<file path="config.mk">
export PLATFORM = sky130hd
export DESIGN_NAME = positional_list_engine_unit
export DESIGN_NICKNAME = d
export VERILOG_FILES = /design/src/rtl/ple_pkg.sv /design/src/rtl/ple_ctrl.sv /design/src/rtl/ple_dpath.sv /design/src/rtl/positional_list_engine_unit.sv
export SDC_FILE = /design/constraint.sdc
export NUM_CORES = 1
export LEC_CHECK = 0
export BUFFER_PORTS_ARGS = -buffer_cell sky130_fd_sc_hd__buf_2
export CAP_MARGIN = 10
export CORE_UTILIZATION = 55
export CTS_CLUSTER_DIAMETER = 100
export DETAILED_ROUTE_END_ITERATION = 8
export MAX_ROUTING_LAYER = met4
export PLACE_DENSITY_LB_ADDON = 0.05
export SYNTH_ARGS = -nofsm -noshare
export SYNTH_HDL_FRONTEND = slang
export SYNTH_SLANG_ARGS = --single-unit
</file>
<file path="constraint.sdc">
create_clock -name clk -period 5.6 [get_ports clk]
set_clock_uncertainty 0.1 [all_clocks]
set_input_delay 0.28 -clock clk [delete_from_list [all_inputs] [get_ports clk]]
set_output_delay 0.28 -clock clk [all_outputs]
set_load 0.05 [all_outputs]
</file>
<file path="src/rtl/ple_pkg.sv">
// Shared types and constants of the positional list engine.
package ple_pkg;

	localparam int Capacity = 32;
	localparam int NodeW    = $clog2(Capacity);
	localparam int CountW   = $clog2(Capacity + 1);
	localparam int ModeW    = 2;
	localparam int PosW     = 6;
	localparam int ValueW   = 32;
	localparam int StatusW  = 2;

	typedef enum logic [ModeW-1:0] {
		MODE_INSERT = 2'd0,
		MODE_GET    = 2'd1,
		MODE_DELETE = 2'd2,
		MODE_CLEAR  = 2'd3
	} mode_t;

	typedef enum logic [StatusW-1:0] {
		STATUS_OK    = 2'd0,
		STATUS_RANGE = 2'd1,
		STATUS_FULL  = 2'd2
	} status_t;

	typedef enum logic [3:0] {
		S_IDLE,
		S_DECODE,
		S_WALK,
		S_GET_A,
		S_INS_A,
		S_INS_B,
		S_INS_C,
		S_DEL_A,
		S_DEL_B,
		S_DEL_C,
		S_TAKE,
		S_DONE
	} state_t;

	typedef enum logic [3:0] {
		OP_NONE,
		OP_LOAD,
		OP_DECODE,
		OP_CLEAR,
		OP_WALK,
		OP_ELEM_RD_CUR,
		OP_TAKE_RD,
		OP_INS_A,
		OP_INS_B_HEAD,
		OP_INS_B_MID,
		OP_INS_C,
		OP_DEL_A_HEAD,
		OP_DEL_A_MID,
		OP_DEL_B,
		OP_DEL_C
	} op_t;

	// Controller to datapath.
	typedef struct packed {
		op_t op;
	} cmd_t;

	// Datapath to controller.
	typedef struct packed {
		mode_t mode;
		logic  bad_pos;
		logic  full;
		logic  pos_one;
		logic  walk_zero;
	} dp_status_t;

endpackage

</file>
<file path="src/rtl/ple_ctrl.sv">
// Controller state machine of the positional list engine.
module ple_ctrl (
	input  logic                clk,
	input  logic                arst_n,
	input  logic                start,
	input  ple_pkg::dp_status_t st,
	output ple_pkg::cmd_t       cmd,
	output logic                busy,
	output logic                done
);

	ple_pkg::state_t state_q;
	ple_pkg::state_t state_next;

	always_ff @(posedge clk or negedge arst_n) begin
		if (!arst_n) begin
			state_q <= ple_pkg::S_IDLE;
		end else begin
			state_q <= state_next;
		end
	end

	always_comb begin
		state_next = state_q;
		unique case (state_q)
			ple_pkg::S_IDLE: begin
				if (start) state_next = ple_pkg::S_DECODE;
			end
			ple_pkg::S_DECODE: begin
				if (st.mode == ple_pkg::MODE_CLEAR) state_next = ple_pkg::S_DONE;
				else if (st.bad_pos) state_next = ple_pkg::S_DONE;
				else if (st.mode == ple_pkg::MODE_INSERT && st.full) state_next = ple_pkg::S_DONE;
				else state_next = ple_pkg::S_WALK;
			end
			ple_pkg::S_WALK: begin
				if (st.walk_zero) begin
					unique case (st.mode)
						ple_pkg::MODE_GET:    state_next = ple_pkg::S_GET_A;
						ple_pkg::MODE_INSERT: state_next = ple_pkg::S_INS_A;
						default:              state_next = ple_pkg::S_DEL_A;
					endcase
				end
			end
			ple_pkg::S_GET_A: state_next = ple_pkg::S_TAKE;
			ple_pkg::S_INS_A: state_next = ple_pkg::S_INS_B;
			ple_pkg::S_INS_B: state_next = st.pos_one ? ple_pkg::S_DONE : ple_pkg::S_INS_C;
			ple_pkg::S_INS_C: state_next = ple_pkg::S_DONE;
			ple_pkg::S_DEL_A: state_next = st.pos_one ? ple_pkg::S_DEL_C : ple_pkg::S_DEL_B;
			ple_pkg::S_DEL_B: state_next = ple_pkg::S_DEL_C;
			ple_pkg::S_DEL_C: state_next = ple_pkg::S_TAKE;
			ple_pkg::S_TAKE:  state_next = ple_pkg::S_DONE;
			ple_pkg::S_DONE:  state_next = ple_pkg::S_IDLE;
			default:          state_next = ple_pkg::S_IDLE;
		endcase
	end

	always_comb begin
		cmd.op = ple_pkg::OP_NONE;
		busy   = 1'b1;
		done   = 1'b0;
		unique case (state_q)
			ple_pkg::S_IDLE: begin
				busy = 1'b0;
				if (start) cmd.op = ple_pkg::OP_LOAD;
			end
			ple_pkg::S_DECODE: begin
				cmd.op = (st.mode == ple_pkg::MODE_CLEAR) ? ple_pkg::OP_CLEAR
				                                          : ple_pkg::OP_DECODE;
			end
			ple_pkg::S_WALK: begin
				if (!st.walk_zero) cmd.op = ple_pkg::OP_WALK;
			end
			ple_pkg::S_GET_A: cmd.op = ple_pkg::OP_ELEM_RD_CUR;
			ple_pkg::S_INS_A: cmd.op = ple_pkg::OP_INS_A;
			ple_pkg::S_INS_B: begin
				cmd.op = st.pos_one ? ple_pkg::OP_INS_B_HEAD : ple_pkg::OP_INS_B_MID;
			end
			ple_pkg::S_INS_C: cmd.op = ple_pkg::OP_INS_C;
			ple_pkg::S_DEL_A: begin
				cmd.op = st.pos_one ? ple_pkg::OP_DEL_A_HEAD : ple_pkg::OP_DEL_A_MID;
			end
			ple_pkg::S_DEL_B: cmd.op = ple_pkg::OP_DEL_B;
			ple_pkg::S_DEL_C: cmd.op = ple_pkg::OP_DEL_C;
			ple_pkg::S_TAKE:  cmd.op = ple_pkg::OP_TAKE_RD;
			ple_pkg::S_DONE:  done = 1'b1;
			default:          cmd.op = ple_pkg::OP_NONE;
		endcase
	end

endmodule

</file>
<file path="src/rtl/ple_dpath.sv">
// Datapath of the positional list engine: node pool, links, walk pointer, result.
module ple_dpath (
	input  logic                                  clk,
	input  logic                                  arst_n,
	input  ple_pkg::cmd_t                         cmd,
	input  logic [ple_pkg::ModeW-1:0]             mode,
	input  logic [ple_pkg::PosW-1:0]              position,
	input  logic signed [ple_pkg::ValueW-1:0]     value,
	output ple_pkg::dp_status_t                   st,
	output logic [ple_pkg::StatusW-1:0]           status,
	output logic signed [ple_pkg::ValueW-1:0]     read_value,
	output logic [ple_pkg::CountW-1:0]            length
);

	localparam int NW = ple_pkg::NodeW;
	localparam int CW = ple_pkg::CountW;
	localparam int PW = ple_pkg::PosW;
	localparam int VW = ple_pkg::ValueW;
	localparam int CmpW = (PW > CW ? PW : CW) + 1;

	// Request registers.
	ple_pkg::mode_t       mode_q;
	logic [PW-1:0]        pos_q;
	logic signed [VW-1:0] val_q;

	// List bookkeeping.
	logic [NW-1:0] first_q;
	logic [NW-1:0] free_q;
	logic [CW-1:0] count_q;
	logic [NW-1:0] cur_q;
	logic [NW-1:0] node_q;
	logic [NW-1:0] tmp_q;
	logic [PW-1:0] cnt_q;

	// Result registers.
	ple_pkg::status_t     status_q;
	logic signed [VW-1:0] rd_q;

	// Link store: entries plus valid bits; an invalid entry reads its reset successor.
	logic [NW-1:0]             link_q [ple_pkg::Capacity];
	logic [ple_pkg::Capacity-1:0] link_valid_q;
	logic [NW-1:0]             link_rd_addr;
	logic [NW-1:0]             link_rd;
	logic                      link_we;
	logic [NW-1:0]             link_wr_addr;
	logic [NW-1:0]             link_wr_data;

	// Element store.
	logic signed [VW-1:0] elem_mem [ple_pkg::Capacity];
	logic signed [VW-1:0] elem_rd_q;
	logic [NW-1:0]        elem_rd_addr;

	logic                 bad_pos;
	logic                 full;
	logic                 pos_one;
	logic [CmpW-1:0]      limit;
	logic [PW-1:0]        walk_init;
	ple_pkg::status_t     status_code;

	always_comb begin
		unique case (cmd.op)
			ple_pkg::OP_INS_A:      link_rd_addr = free_q;
			ple_pkg::OP_DEL_A_HEAD: link_rd_addr = first_q;
			ple_pkg::OP_DEL_B:      link_rd_addr = node_q;
			default:                link_rd_addr = cur_q;
		endcase
		link_rd = link_valid_q[link_rd_addr] ? link_q[link_rd_addr]
		                                     : NW'((32'(link_rd_addr) + 32'd1) % ple_pkg::Capacity);
	end

	always_comb begin
		link_we      = 1'b0;
		link_wr_addr = node_q;
		link_wr_data = first_q;
		unique case (cmd.op)
			ple_pkg::OP_INS_B_HEAD: begin
				link_we      = 1'b1;
				link_wr_addr = node_q;
				link_wr_data = first_q;
			end
			ple_pkg::OP_INS_B_MID: begin
				link_we      = 1'b1;
				link_wr_addr = cur_q;
				link_wr_data = node_q;
			end
			ple_pkg::OP_INS_C: begin
				link_we      = 1'b1;
				link_wr_addr = node_q;
				link_wr_data = tmp_q;
			end
			ple_pkg::OP_DEL_B: begin
				link_we      = 1'b1;
				link_wr_addr = cur_q;
				link_wr_data = link_rd;
			end
			ple_pkg::OP_DEL_C: begin
				link_we      = 1'b1;
				link_wr_addr = node_q;
				link_wr_data = free_q;
			end
			default: link_we = 1'b0;
		endcase
	end

	assign elem_rd_addr = (cmd.op == ple_pkg::OP_DEL_C) ? node_q : cur_q;

	// Range and capacity checks on the latched request.
	assign pos_one = (pos_q == PW'(1));
	assign full    = (count_q == CW'(ple_pkg::Capacity));
	assign limit   = CmpW'(count_q) + ((mode_q == ple_pkg::MODE_INSERT) ? CmpW'(1) : CmpW'(0));
	assign bad_pos = (pos_q == '0) || (CmpW'(pos_q) > limit);

	always_comb begin
		if (bad_pos) status_code = ple_pkg::STATUS_RANGE;
		else if (mode_q == ple_pkg::MODE_INSERT && full) status_code = ple_pkg::STATUS_FULL;
		else status_code = ple_pkg::STATUS_OK;
	end

	// Get walks to the element itself, insert and delete to its predecessor.
	always_comb begin
		if (mode_q == ple_pkg::MODE_GET) walk_init = pos_q - PW'(1);
		else if (pos_one) walk_init = '0;
		else walk_init = pos_q - PW'(2);
	end

	assign st.mode      = mode_q;
	assign st.bad_pos   = bad_pos;
	assign st.full      = full;
	assign st.pos_one   = pos_one;
	assign st.walk_zero = (cnt_q == '0);

	always_ff @(posedge clk or negedge arst_n) begin
		if (!arst_n) begin
			first_q      <= '0;
			free_q       <= '0;
			count_q      <= '0;
			link_valid_q <= '0;
		end else begin
			unique case (cmd.op)
				ple_pkg::OP_CLEAR: begin
					first_q      <= '0;
					free_q       <= '0;
					count_q      <= '0;
					link_valid_q <= '0;
				end
				ple_pkg::OP_INS_A: begin
					free_q  <= link_rd;
					count_q <= count_q + CW'(1);
				end
				ple_pkg::OP_INS_B_HEAD: first_q <= node_q;
				ple_pkg::OP_DEL_A_HEAD: first_q <= link_rd;
				ple_pkg::OP_DEL_C: begin
					free_q  <= node_q;
					count_q <= count_q - CW'(1);
				end
				default: begin
				end
			endcase
			if (link_we) link_valid_q[link_wr_addr] <= 1'b1;
		end
	end

	always_ff @(posedge clk) begin
		if (link_we) link_q[link_wr_addr] <= link_wr_data;
	end

	always_ff @(posedge clk) begin
		if (cmd.op == ple_pkg::OP_INS_A) elem_mem[free_q] <= val_q;
		elem_rd_q <= elem_mem[elem_rd_addr];
	end

	// Request, walk and result registers carry no reset.
	always_ff @(posedge clk) begin
		unique case (cmd.op)
			ple_pkg::OP_LOAD: begin
				mode_q <= ple_pkg::mode_t'(mode);
				pos_q  <= position;
				val_q  <= value;
			end
			ple_pkg::OP_CLEAR: begin
				status_q <= ple_pkg::STATUS_OK;
				rd_q     <= '0;
			end
			ple_pkg::OP_DECODE: begin
				status_q <= status_code;
				rd_q     <= '0;
				cur_q    <= first_q;
				cnt_q    <= walk_init;
			end
			ple_pkg::OP_WALK: begin
				cur_q <= link_rd;
				cnt_q <= cnt_q - PW'(1);
			end
			ple_pkg::OP_TAKE_RD:   rd_q   <= elem_rd_q;
			ple_pkg::OP_INS_A:     node_q <= free_q;
			ple_pkg::OP_INS_B_MID: tmp_q  <= link_rd;
			ple_pkg::OP_DEL_A_HEAD: node_q <= first_q;
			ple_pkg::OP_DEL_A_MID:  node_q <= link_rd;
			default: begin
			end
		endcase
	end

	assign status     = status_q;
	assign read_value = rd_q;
	assign length     = count_q;

endmodule

</file>
<file path="src/rtl/positional_list_engine_unit.sv">
// Top level of the positional list engine: controller plus datapath.
//
// Bounded singly linked list of up to 32 signed 32-bit elements in a node pool with a
// free chain. Raise start with mode, position and value; the transaction is taken on
// a rising edge where start is high and busy is low, and busy stays high until the
// result is delivered. One request is in flight at a time. The result (status,
// read_value, length) is shown for exactly one cycle while done is high; the receiver
// cannot stall it, so it must capture it in that cycle. Errors and clear go straight from
// the check to done; get, insert and delete first walk the pointer, so they take longer the
// larger the position. The pointer walk follows one link of the single-ported link store
// per cycle from the first element toward the target.
// After reset the pool is ready at once; clear restores the free chain by resetting the
// link valid bits.
module positional_list_engine_unit (
	input  logic                                 clk,
	input  logic                                 arst_n,
	input  logic                                 start,
	output logic                                 busy,
	input  logic [ple_pkg::ModeW-1:0]            mode,
	input  logic [ple_pkg::PosW-1:0]             position,
	input  logic signed [ple_pkg::ValueW-1:0]    value,
	output logic                                 done,
	output logic [ple_pkg::StatusW-1:0]          status,
	output logic signed [ple_pkg::ValueW-1:0]    read_value,
	output logic [ple_pkg::CountW-1:0]           length
);

	ple_pkg::cmd_t       cmd;
	ple_pkg::dp_status_t st;

	// Sequence each transaction: latch, check, walk, update links, report.
	ple_ctrl u_ctrl (
		.clk    (clk),
		.arst_n (arst_n),
		.start  (start),
		.st     (st),
		.cmd    (cmd),
		.busy   (busy),
		.done   (done)
	);

	// Hold the node pool, free chain and result registers.
	ple_dpath u_dpath (
		.clk        (clk),
		.arst_n     (arst_n),
		.cmd        (cmd),
		.mode       (mode),
		.position   (position),
		.value      (value),
		.st         (st),
		.status     (status),
		.read_value (read_value),
		.length     (length)
	);

endmodule

</file>
Word-level counts from Yosys, hierarchy flattened
Memories as Yosys holds them, arrays and structs flattened. A register that Yosys moved wholly into a read port is not among the register bits.
Index checks and enable logic that the tools add are counted.
{"block": "totals", "output_inout_bits": 42, "memories": 2, "rom_bits": 0, "ramBits": 1184, "latchBits": 0, "reg_bits": 147, "inputBits": 43, "wordCells": 123}
{"block": "op_classes", "reduce_logical": 19, "eq_ne": 30, "order_cmp": 4, "div_mod_pow": 0, "shift": 0, "n_bitwise": 1, "mul": 0, "n_addsub": 7, "mux": 46}
{"name": "u_dpath.elem_mem", "words": 32, "word_bits": 32, "rd": 1, "rd_ports_with_merged_regs": 1, "write_ports": 1, "line_no": "ple_dpath.sv:49", "rtl": "logic signed [VW-1:0] elem_mem [ple_pkg::Capacity];"}
{"name": "u_dpath.link_q", "words": 32, "word_bits": 5, "rd": 1, "rd_ports_with_merged_regs": 0, "write_ports": 1, "line_no": "ple_dpath.sv:40", "rtl": "logic [NW-1:0] link_q [ple_pkg::Capacity];"}
{"cell": "$mux 32", "n": 2}
{"cell": "$pmux 32 s2", "n": 1}
{"cell": "$pmux 5 s3", "n": 4}
{"cell": "$eq 4x4->1 const B", "n": 11}
{"cell": "$pmux 4 s11", "n": 1}
{"cell": "$pmux 4 s9", "n": 1}
{"cell": "$or 32x32->32", "n": 1}
{"cell": "$eq 4x3->1 const B", "n": 7}
{"cell": "$mux 4", "n": 6}
{"cell": "$pmux 5 s4", "n": 1}
{"cell": "$pmux 6 s3", "n": 1}
{"cell": "$sub 6x1->6 const B", "n": 3}
{"cell": "$eq 4x2->1 const B", "n": 4}
{"cell": "$mux 5", "n": 3}
{"cell": "$mux 1", "n": 14}
{"cell": "$logic_not 6->1", "n": 2}
{"cell": "$lt 5x6->1 const B", "n": 2}
{"cell": "$mux 6", "n": 2}
{"cell": "$pmux 6 s2", "n": 1}
{"cell": "$pmux 5 s2", "n": 1}
{"cell": "$reduce_bool 3->1", "n": 3}
{"cell": "$eq 4x1->1 const B", "n": 2}
{"cell": "$reduce_or 2->1", "n": 4}
{"cell": "$add 6x7->7", "n": 1}
{"cell": "other kinds (24)", "n": 29}

Depth between registers and ports, before layout
Gate-level depths: netlist of run 1.
{"block": "depth", "ltp_word": 12, "depth_mapped": 16, "ltp_nobuf": 14}

Modules after synthesis
From an unflattened synthesis of run 1, not the netlist that was laid out.
{"block": "hier_totals", "hier_cells": 3068, "hier_area_um2": 54172.0}
{"mod": "ple_dpath", "n_inst": 1, "cells_per_inst": 2999, "seq_area_each_um2": 40248.6, "area_each_um2": 53689.0}
{"mod": "ple_ctrl", "n_inst": 1, "cells_per_inst": 69, "seq_area_each_um2": 100.1, "area_each_um2": 483.0}

Worst setup path after synthesis of run 1
No wires, ideal clock.
{"block": "synth_path", "path_kind": "register to register", "startpoint": "register u_dpath.pos_q[4]", "endpoint": "memory u_dpath.link_q[0][3] in the netlist's numbering (data pin)", "period_less_slack_ns": 4.987, "path_stages_with_launch": 12, "slack_ns": 0.613, "required_ns": 5.026, "setup_time_ns": 0.474, "path_buffers": 1, "arrival_ns": 4.413, "cell_sequence": "edfxtp_1 or4_4 nor3_4 o221a_2 inv_2 nor3_4 a32oi_1 and4_4 or3_1 buf_4 mux2i_4 o311ai_1"}
{"block": "synth_between", "elab_chain_len": 9, "elab_cells_between_ends": 17, "cone_classes": "add/sub: 1; eq/ne: 7; mux: 8; memory: 1"}
{"item": "start: declaration", "line_no": "ple_dpath.sv:23", "rtl": "logic [PW-1:0] pos_q;"}
{"item": "start signal: assignment", "line_no": "ple_dpath.sv:177", "rtl": "pos_q <= position;"}
{"item": "$eq 6x1->1 *", "line_no": "ple_dpath.sv:108", "rtl": "assign pos_one = (pos_q == PW'(1));"}
{"item": "$mux 3 or $mux 1 (tied branches)", "line_no": "ple_ctrl.sv:80, ple_ctrl.sv:76"}
{"item": "$pmux 4 s11 *", "line_no": "ple_ctrl.sv:61", "rtl": "unique case (state_q)"}
{"item": "$eq 4x4->1 (tied with other cells)", "line_no": "ple_dpath.sv:61, ple_dpath.sv:75"}
{"item": "$pmux 5 s3", "line_no": "ple_dpath.sv:61", "rtl": "unique case (cmd.op)"}
{"item": "$bmux 1 s5", "line_no": "ple_dpath.sv:67", "rtl": "link_rd = link_valid_q[link_rd_addr] ? link_q[link_rd_addr]"}
{"item": "$mux 1 (implied by the code)", "line_no": "ple_dpath.sv:67"}
{"item": "$mux 5", "line_no": "ple_dpath.sv:67"}
{"item": "$pmux 5 s4 *", "line_no": "ple_dpath.sv:75", "rtl": "unique case (cmd.op)"}
{"item": "net u_dpath.link_wr_data[3]", "line_no": "ple_dpath.sv:46", "rtl": "logic [NW-1:0] link_wr_data;"}
{"item": "end: declaration", "line_no": "ple_dpath.sv:40"}
The timed path passes the listed nets; every way through them passes the cells marked *. The select of a mux whose other input is x is not followed.

Final worst setup path of run 1
{"block": "layout_path", "startpoint": "register u_dpath.pos_q[1]", "endpoint": "memory u_dpath.link_q[24][0] in the netlist's numbering (data pin)"}
{"block": "layout_between", "elab_chain_len": 9, "elab_cells_between_ends": 17, "cone_classes": "add/sub: 1; eq/ne: 7; mux: 8; memory: 1"}
{"item": "$eq 6x1->1 *", "line_no": "ple_dpath.sv:108"}
{"item": "$mux 3 or $mux 1 (tied branches)", "line_no": "ple_ctrl.sv:80, ple_ctrl.sv:76"}
{"item": "$pmux 4 s11 *", "line_no": "ple_ctrl.sv:61"}
{"item": "$eq 4x4->1 or $eq 4x3->1 (tied branches)", "line_no": "ple_dpath.sv:61"}
{"item": "$pmux 5 s3 *", "line_no": "ple_dpath.sv:61"}
{"item": "$bmux 1 s5", "line_no": "ple_dpath.sv:67"}
{"item": "$mux 1 (implied by the code)", "line_no": "ple_dpath.sv:67"}
{"item": "$mux 5 *", "line_no": "ple_dpath.sv:67"}
{"item": "net u_dpath.link_rd[0]", "line_no": "ple_dpath.sv:43", "rtl": "logic [NW-1:0] link_rd;"}
{"item": "$pmux 5 s4 *", "line_no": "ple_dpath.sv:75"}
{"item": "net u_dpath.link_wr_data[0]", "line_no": "ple_dpath.sv:46"}
Marked as above.

==> results of run 1 <==
==> Yosys cell counts (18+ instances only) <==
| cell | count |
|---|---|
| o2111ai_1 | 20 |
| nand4_1 | 18 |
| edfxtp_1 | 1279 |
| dfxtp_1 | 32 |
| nand3_1 | 191 |
| nor2_1 | 96 |
| a21oi_1 | 32 |
| mux4_2 | 258 |
| mux2i_1 | 28 |
| o21ai_0 | 92 |
| buf_2 | 46 |
| o211ai_1 | 27 |
| dfrtp_1 | 52 |
| ha_1 | 19 |
| nand2_1 | 447 |
| mux2_2 | 18 |
| clkbuf_1 | 115 |
| and3_1 | 43 |
| inv_1 | 34 |
==> repair_timing <==
| item | 4_1_cts | 5_1_grt |
|---|---|---|
| hold buffers | 42 | 0 |
| endpoints found under the hold margin | 95 | 0 |
| resized for setup | 0 | 0 |
==> final cells by class <==
cell class / count / area, um2
antenna: 3 / 7.51
clock buffer: 194 / 3930
clock inverter: 63 / 616
fill: 6802 / 35200
inverter: 36 / 135
multi-input combinational: 1488 / 12900
sequential: 1363 / 40300
tap: 1276 / 1600
timing repair buffer: 257 / 2090
==> power groups by stage <==
stage,registers (mW),logic [mW],clock network (mW)
finish,13.1,11.9,9.18
global route,13.1,12.7,9.68
CTS,13.1,11.9,9.29
detailed placement,13.3,11.8,0
global placement,13.2,11.7,0
floorplan,13.3,7.65,0
==> worst max-delay path: stages, from the launching register on <==
cell	delay (ns)
edfxtp_1	0.39
inv_1	0.22
ha_1	0.38
inv_1	0.15
nor3_4	0.34
buf_4	0.26
o211a_2	0.37
inv_2	0.17
buf_4	0.30
mux2_2	0.33
o2111ai_1	0.17
nand4_1	0.22
a311oi_2	0.32
mux2i_4	0.12
a221o_1	0.75
==> logic make-up (layout without fill, tap and decap cells) <==
group	Yosys count	in the layout	share of synthesized area
flops	1363	1363	0.750
xor+xnor	18	18	0.00293
other cells	0	3	0
simple gates	870	870	0.0728
mux	306	306	0.118
compound gates	274	274	0.0357
buf+inv	210	550	0.0162
fa+ha+maj	20	20	0.00479
==> state kept, by name, indices dropped and copies added, names as in the netlist, 6 cells and up <==
register / cells
u_dpath.elem_rd_q: 32
u_dpath.link_valid_q: 32
u_dpath.length: 6
u_dpath.val_q: 32
u_dpath.link_q: 160
u_dpath.pos_q: 6
u_dpath.read_value: 32
u_dpath.cnt_q: 6
u_dpath.elem_mem: 1024
==> routing by layer <==
metal	GRT usage	vias up	wire length, um
li1	-	12600	-
met1	0.416	15800	57800
met2	0.477	1419	70800
met3	0.0405	207	10200
met4	0.0794	0	3050
met5	-	-	0
==> through the flow <==
step | instances | setup slack, ns | instance area [um2] | total power [mW]
after floorplan | 3061 | 0.613 | 53800 | 21.0
after global placement | 4376 | 0.598 | 56700 | 25.0
after detailed placement | 4376 | 0.492 | 56700 | 25.1
after CTS | 4675 | 0.469 | 61600 | 34.3
after global routing | 4678 | 0.246 | 61700 | 35.6
final | 4680 | 0.508 | 61700 | 34.2
==> worst paths after layout <==
kind | start | to | slack [ns] | depth (start not counted)
worst max-delay path | u_dpath.pos_q[1]$_DFFE_PN_ | u_dpath.link_q[24][0]$_DFFE_PP_ | 0.51 | 14
worst min-delay path | arst_n | u_ctrl.state_q[0]$_DFFE_PN0P_ | 0.1 | 3
worst max register to register | u_dpath.pos_q[1]$_DFFE_PN_ | u_dpath.link_q[24][0]$_DFFE_PP_ | 0.51 | 14
worst min register to register | u_dpath.link_valid_q[28]$_DFF_PN0_ | u_dpath.link_valid_q[28]$_DFF_PN0_ | 0.38 | 2
max in group asynchronous | arst_n | u_dpath.link_valid_q[26]$_DFF_PN0_ | 4.79 | 3
min in group clk | value[24] | u_dpath.val_q[24]$_DFFE_PN_ | 0.13 | 2
==> summary.txt, run 1 <==
Outcome
  – Status: finished with violations
  – Failing checks: design-rule violations

Global route
  – Largest net degree at the start of global routing: 77
  – Antenna violations before repair: 6
  – Global Route Usage Sum: 0.301
  – Global-route wire length before repair: 206,000 um
  – Vias in the first global route: between 20,000 and 30,000
  – Global route overflow: 0

Synth
  – Main synth FF type: edfxtp_1
  – Ys async rst share: 0.0382
  – Synth Instances: 3,061
  – Syn_area_per_cell: roughly 18 um2
  – EDFF count, synth: ~1,300
  – Netlist Area Pre-Place: 53,800 um2
  – Synth cell types: 78
  – Post-Syn Nets: 3,124
  – Seq cells post-synth: ~1,400
  – Share of the synthesized area in the top cell type: 0.714
  – Leading area contributor after synthesis: edfxtp_1
  – Sequential element share of the synthesized area: 0.750
  – Largest cells by area after synthesis: edfxtp_1, mux4_2, nand2_1
  – Synth warn: 0

STA
  – Final TNS setup: 0 ns
  – Fmax achieved: 196 MHz
  – Slew Viols, Final: 0
  – Tmin final: 5.09 ns
  – WHS: a little under 0.1 ns
  – Unrepaired setup endpoints after global routing: false
  – Final period util: 0.909
  – Final setup fails: 0
  – Slew HR: 0.187
  – Final hold vios: 0
  – Worst Tran Pin Value: 1.21 ns

Clocking
  – Worst-Skew Late Latency: 0.76 ns
  – # Post-CTS Setup Buffers: 0
  – TritonCTS clock tree: done
  – H-tree depth: 4
  – CTS buffer count: 140
  – Worst-path clk slew: ~0.06 ns
  – Root Driver: clkbuf_16
  – Longest Clk Path Bufs: 3
  – Clock sinks: approximately 1,400

Route
  – DRC viols: 16
  – Vias: approximately 30,000
  – Initial DRC Count: between 3,000 and 4,000
  – Routed Antenna Nets: 0
  – Vias per inst: 6.40
  – WL/cell: 30.3 um
  – Post-Route WL: approximately 140,000 um
  – DRT Pass-1 Iters: 8

Floorplanning
  – FP Rows: 114
  – Core Footprint: 96,900 um2
  – Die X: 315 um
  – DIE AREA: a little under 100,000 um2
  – Ports: 85
  – Starting density of the core: 0.556
  – Die Y: 315 um

Job
  – MaxCap Viol Count: 0

Setup path
  – Critical Path AT: about 5.3 ns
  – Setup CP Type: reg2reg
  – CP max FO: 32
  – Crit path capture type: register
  – Critical path required time: 5.79 ns
  – CP startpoint kind: register

Layout
  – Area Growth Syn to Fin: 14.6%
  – Commonest non-fill, non-tap cell in the layout: edfxtp_1
  – Nets: around 3,300
  – Post-layout util: 0.637
  – Proportion of layout cells with a drive suffix above 1: 0.223
  – Commonest non-fill, non-tap cells in the layout: edfxtp_1, nand2_1, mux4_2, nand3_1, clkbuf_16

Power
  – Net switching power: between 10 and 15 mW
  – Maximum VDD drop: 0.395 mV
  – Leakage: 20.8 nW
  – Clock network power share: 0.269
  – Gate power share: 0.348
  – Register share of total power: 0.383
  – Power per cell area: 554 nW/um2
  – Pint: 22.2 mW
  – Sw Share: 0.349

Placed design
  – Post-DP HPWL: about 84,000 um
  – IO Port Bufs: 84
  – GPL Wtd Cong: 0.925

Worst hold path
  – Min-delay worst type: in2async
No activity file was read; power rests on OpenSTA's default activity.
==> run 2: changes to the inputs <==
--- a/config.mk
+++ b/config.mk
@@ -5,6 +5,7 @@
 export SDC_FILE = /design/constraint.sdc
 export NUM_CORES = 1
 export LEC_CHECK = 0
+export ABC_AREA = 1
 export BUFFER_PORTS_ARGS = -buffer_cell sky130_fd_sc_hd__buf_2
 export CAP_MARGIN = 10
 export CORE_UTILIZATION = 55
==> run 2 against run 1 <==
Net effect: the flow now finishes without violations; worst hold slack better by 0.043 ns; via count increased by 19%; combinational power increased by 15%; sequential share of layout area grew 0.31 points; synthesized area rose by 1.1%; clock power hardly changed; die area rose by 1.1%; critical path type unchanged.
==> summary.txt, run 2 <==
STA
  – Slew Viols, Final: 0
  – Final setup fails: 0
  – Final period util: 0.808
  – Worst Tran Pin Value: 1.25 ns
  – Final TNS setup: 0 ns
  – Final WS setup: 1.08 ns
  – Tmin final: 4.52 ns
  – Slew HR: 0.169
  – Unrepaired setup endpoints after global routing: false
  – Fmax achieved: 221 MHz
  – Final hold vios: 0
  – WHS: between 0.1 and 0.15 ns

Synth
  – Share of the synthesized area in the top cell type: 0.706
  – Syn_area_per_cell: 13.0 um2
  – Synth Instances: around 4,200
  – Count leader, synth: edfxtp_1
  – Sequential element share of the synthesized area: 0.742
  – Ys async rst share: 0.0382
  – Seq cells post-synth: 1,363
  – Post-Syn Nets: 4,249
  – Synth warn: 0
  – Leading area contributor after synthesis: edfxtp_1
  – Largest cells by area after synthesis: edfxtp_1, o21ai_0, nor2_1
  – Netlist Area Pre-Place: around 54,000 um2
  – Commonest cells in the netlist: edfxtp_1, nor2_1, o21ai_0
  – Main synth FF type: edfxtp_1
  – Synth cell types: 48
  – EDFF count, synth: 1,279

Floorplanning
  – Starting density of the core: 0.559
  – Ports: 85
  – Die Y: 316 um
  – Core Footprint: ~100,000 um2
  – DIE AREA: 100,000 um2
  – FP Rows: roughly 110
  – Die X: 316 um

Route
  – Post-Route WL: 152,000 um
  – DRC viols: 0
  – Vias: 35,700
  – DRT Pass-1 Iters: 5
  – Routed Antenna Nets: 0
  – Initial DRC Count: 4,439
  – WL/cell: about 27 um
  – Vias per inst: 6.31

Setup path
  – Worst path cell trace: inv_1 -> ha_1 -> nand2_1 -> nor2_4 -> nand2_4 -> nand2_8 -> nand3_4 -> nand2_4 -> buf_4 -> nand2_1 -> nand3_1 -> nand3_1 -> nand3_1 -> nand2_1 -> nand2_1 -> nand2_1 -> nand2_2 -> nand3_1 -> a21oi_2 -> buf_4
  – Critical Path AT: 4.97 ns
  – Crit path buffers/inverters: 3
  – CP top delay family: simple AND/OR/NAND/NOR gates
  – CP max FO: 46
  – RR Endpoint: u_dpath.link_q[16][1]$_DFFE_PP_
  – Setup CP Type: reg2reg
  – CP startpoint kind: register
  – Critical Path Stages: 20
  – Worst reg2reg path depth: 20
  – Reg2Reg Launch Point: u_dpath.pos_q[1]$_DFFE_PN_
  – Critical path required time: 6.05 ns
  – Crit path capture type: register
  – Most frequent CP cell: nand2_1
  – Slowest cell delay on critical path: 0.57 ns
  – Flop2flop setup slack: 1.08 ns
  – CP startpoint: u_dpath.pos_q[1]$_DFFE_PN_
  – Slowest library cell on the worst path: nand2_4

Clocking
  – Longest Clk Path Bufs: 3
  – H-tree depth: 4
  – TritonCTS clock tree: done
  – Worst-path clk slew: 0.06 ns
  – CTS buffer count: between 100 and 150
  – Clock sinks: 1,363
  – Root Driver: clkbuf_16
  – Worst-Skew Late Latency: 0.75 ns

Power
  – Sw Share: 0.403
  – Maximum VDD drop: 1.01 mV
  – Net switching power: 14.5 mW
  – Leakage: about 21 nW
  – Clock network power share: 0.255
  – Total Power: 36.1 mW
  – Pint: 21.6 mW
  – Register share of total power: 0.365
  – Power per cell area: 588 nW/um2
  – Gate power share: 0.381

Layout
  – Post-route insts no fill: 5,668
  – Commonest non-fill, non-tap cells in the layout: edfxtp_1, nor2_1, o21ai_0, nand3_1, nand2_1
  – Reg area: 40,300 um2
  – Fillers: 7,390
  – Max FFs per register: 1,024
  – Multi-input gate area: 12,700 um2
  – Nets: 4,338
  – Design area: 61,400 um2
  – Regs by FF count: u_dpath.elem_mem: 1024 flops, u_dpath.link_q: 160 flops
  – Top reg by flops: u_dpath.elem_mem
  – Area Growth Syn to Fin: 12.9%
  – Diode count: 0
  – Post-layout util: 0.631
  – Proportion of layout cells with a drive suffix above 1: 0.111
  – Commonest non-fill, non-tap cell in the layout: edfxtp_1

Worst hold path
  – Worst hold endpoint: u_dpath.val_q[23]$_DFFE_PN_
  – Min-delay src: value[23]
  – Min-delay worst type: in2reg
  – Worst Hold Depth: 2

Placed design
  – Worst slack, placed: ~1.1 ns
  – Post-DP HPWL: approximately 80,000 um
  – Placed cell area: 56,400 um2
  – IO Port Bufs: 84
  – Placed insts: 5,367
  – GPL Wtd Cong: 0.900

Global route
  – Vias in the first global route: 34,100
  – Global route overflow: 0
  – Global-route wire length before repair: roughly 220,000 um
  – Global Route Usage Sum: 0.316
  – Largest net degree at the start of global routing: 174
  – Antenna violations before repair: 1

Job
  – MaxCap Viol Count: 0

Outcome
  – Status: finished clean
-- run 2: how the worst max path moves through the flow --
stage / end / slack [ns]
6_report: u_dpath.link_q[16][1]$_DFFE_PP_ / 1.08
4_1_cts: u_dpath.link_q[12][1]$_DFFE_PP_ / 1.06
3_3_place_gp: u_dpath.link_q[30][1]$_DFFE_PP_ / 1.15
5_1_grt: u_dpath.link_q[12][1]$_DFFE_PP_ / 0.73
2_1_floorplan: u_dpath.first_q[3]$_DFFE_PN0P_ / 1.68
3_5_place_dp: u_dpath.link_q[26][1]$_DFFE_PP_ / 1.11
-- run 2: power groups by stage --
stage,combinational [mW],clock [mW],sequential (mW)
2_1_floorplan,8.84,0,13.5
3_3_place_gp,13.5,0,13.3
3_5_place_dp,13.6,0,13.4
4_1_cts,13.7,9.30,13.2
5_1_grt,15.0,9.69,13.2
6_report,13.7,9.21,13.2
-- run 2: logic make-up after synthesis --
group                    share of synthesized area
flip-flops                                   0.742
XOR/XNOR                                   0.00225
AND/OR/NAND/NOR                              0.112
adder cells (fa/ha/maj)                    0.00474
AO/OA/AOI/OAI                                0.109
buffers and inverters                       0.0293
-- run 2: area by class of cell --
cell class,count,share of cell area
clock buffers,200,0.0657
clock inverters,59,0.00832
inverters,120,0.00771
multi-input cells,2430,0.208
flip-flops and latches,1363,0.657
well taps,1276,0.0260
repair buffers,220,0.0272
-- run 2: worst register-to-register path, delay by kind of cell (launching register included) --
family,cells,cell delay (ns)
AOI/OAI and AO/OA,1,0.37
adders and majority gates,1,0.21
buffers and inverters,3,0.99
DFF,1,0.41
and+or+nand+nor,15,2.25
-- run 2: per-layer routing --
| metal | track usage | up-vias | part of all wire |
|---|---|---|---|
| met4 | 0.112 | 0 | 0.032 |
| met3 | 0.0520 | 287 | 0.085 |
| met1 | 0.439 | 18000 | 0.42 |
| met2 | 0.474 | 1639 | 0.46 |
| met5 | - | - | 0 |
| li1 | - | 15800 | - |
-- run 2: timing repair --
item                      4_1_cts  5_1_grt
hold buffers                   42        0
setup buffers                   0        0
resized for setup               0        0
hold endpoints to repair       95        0
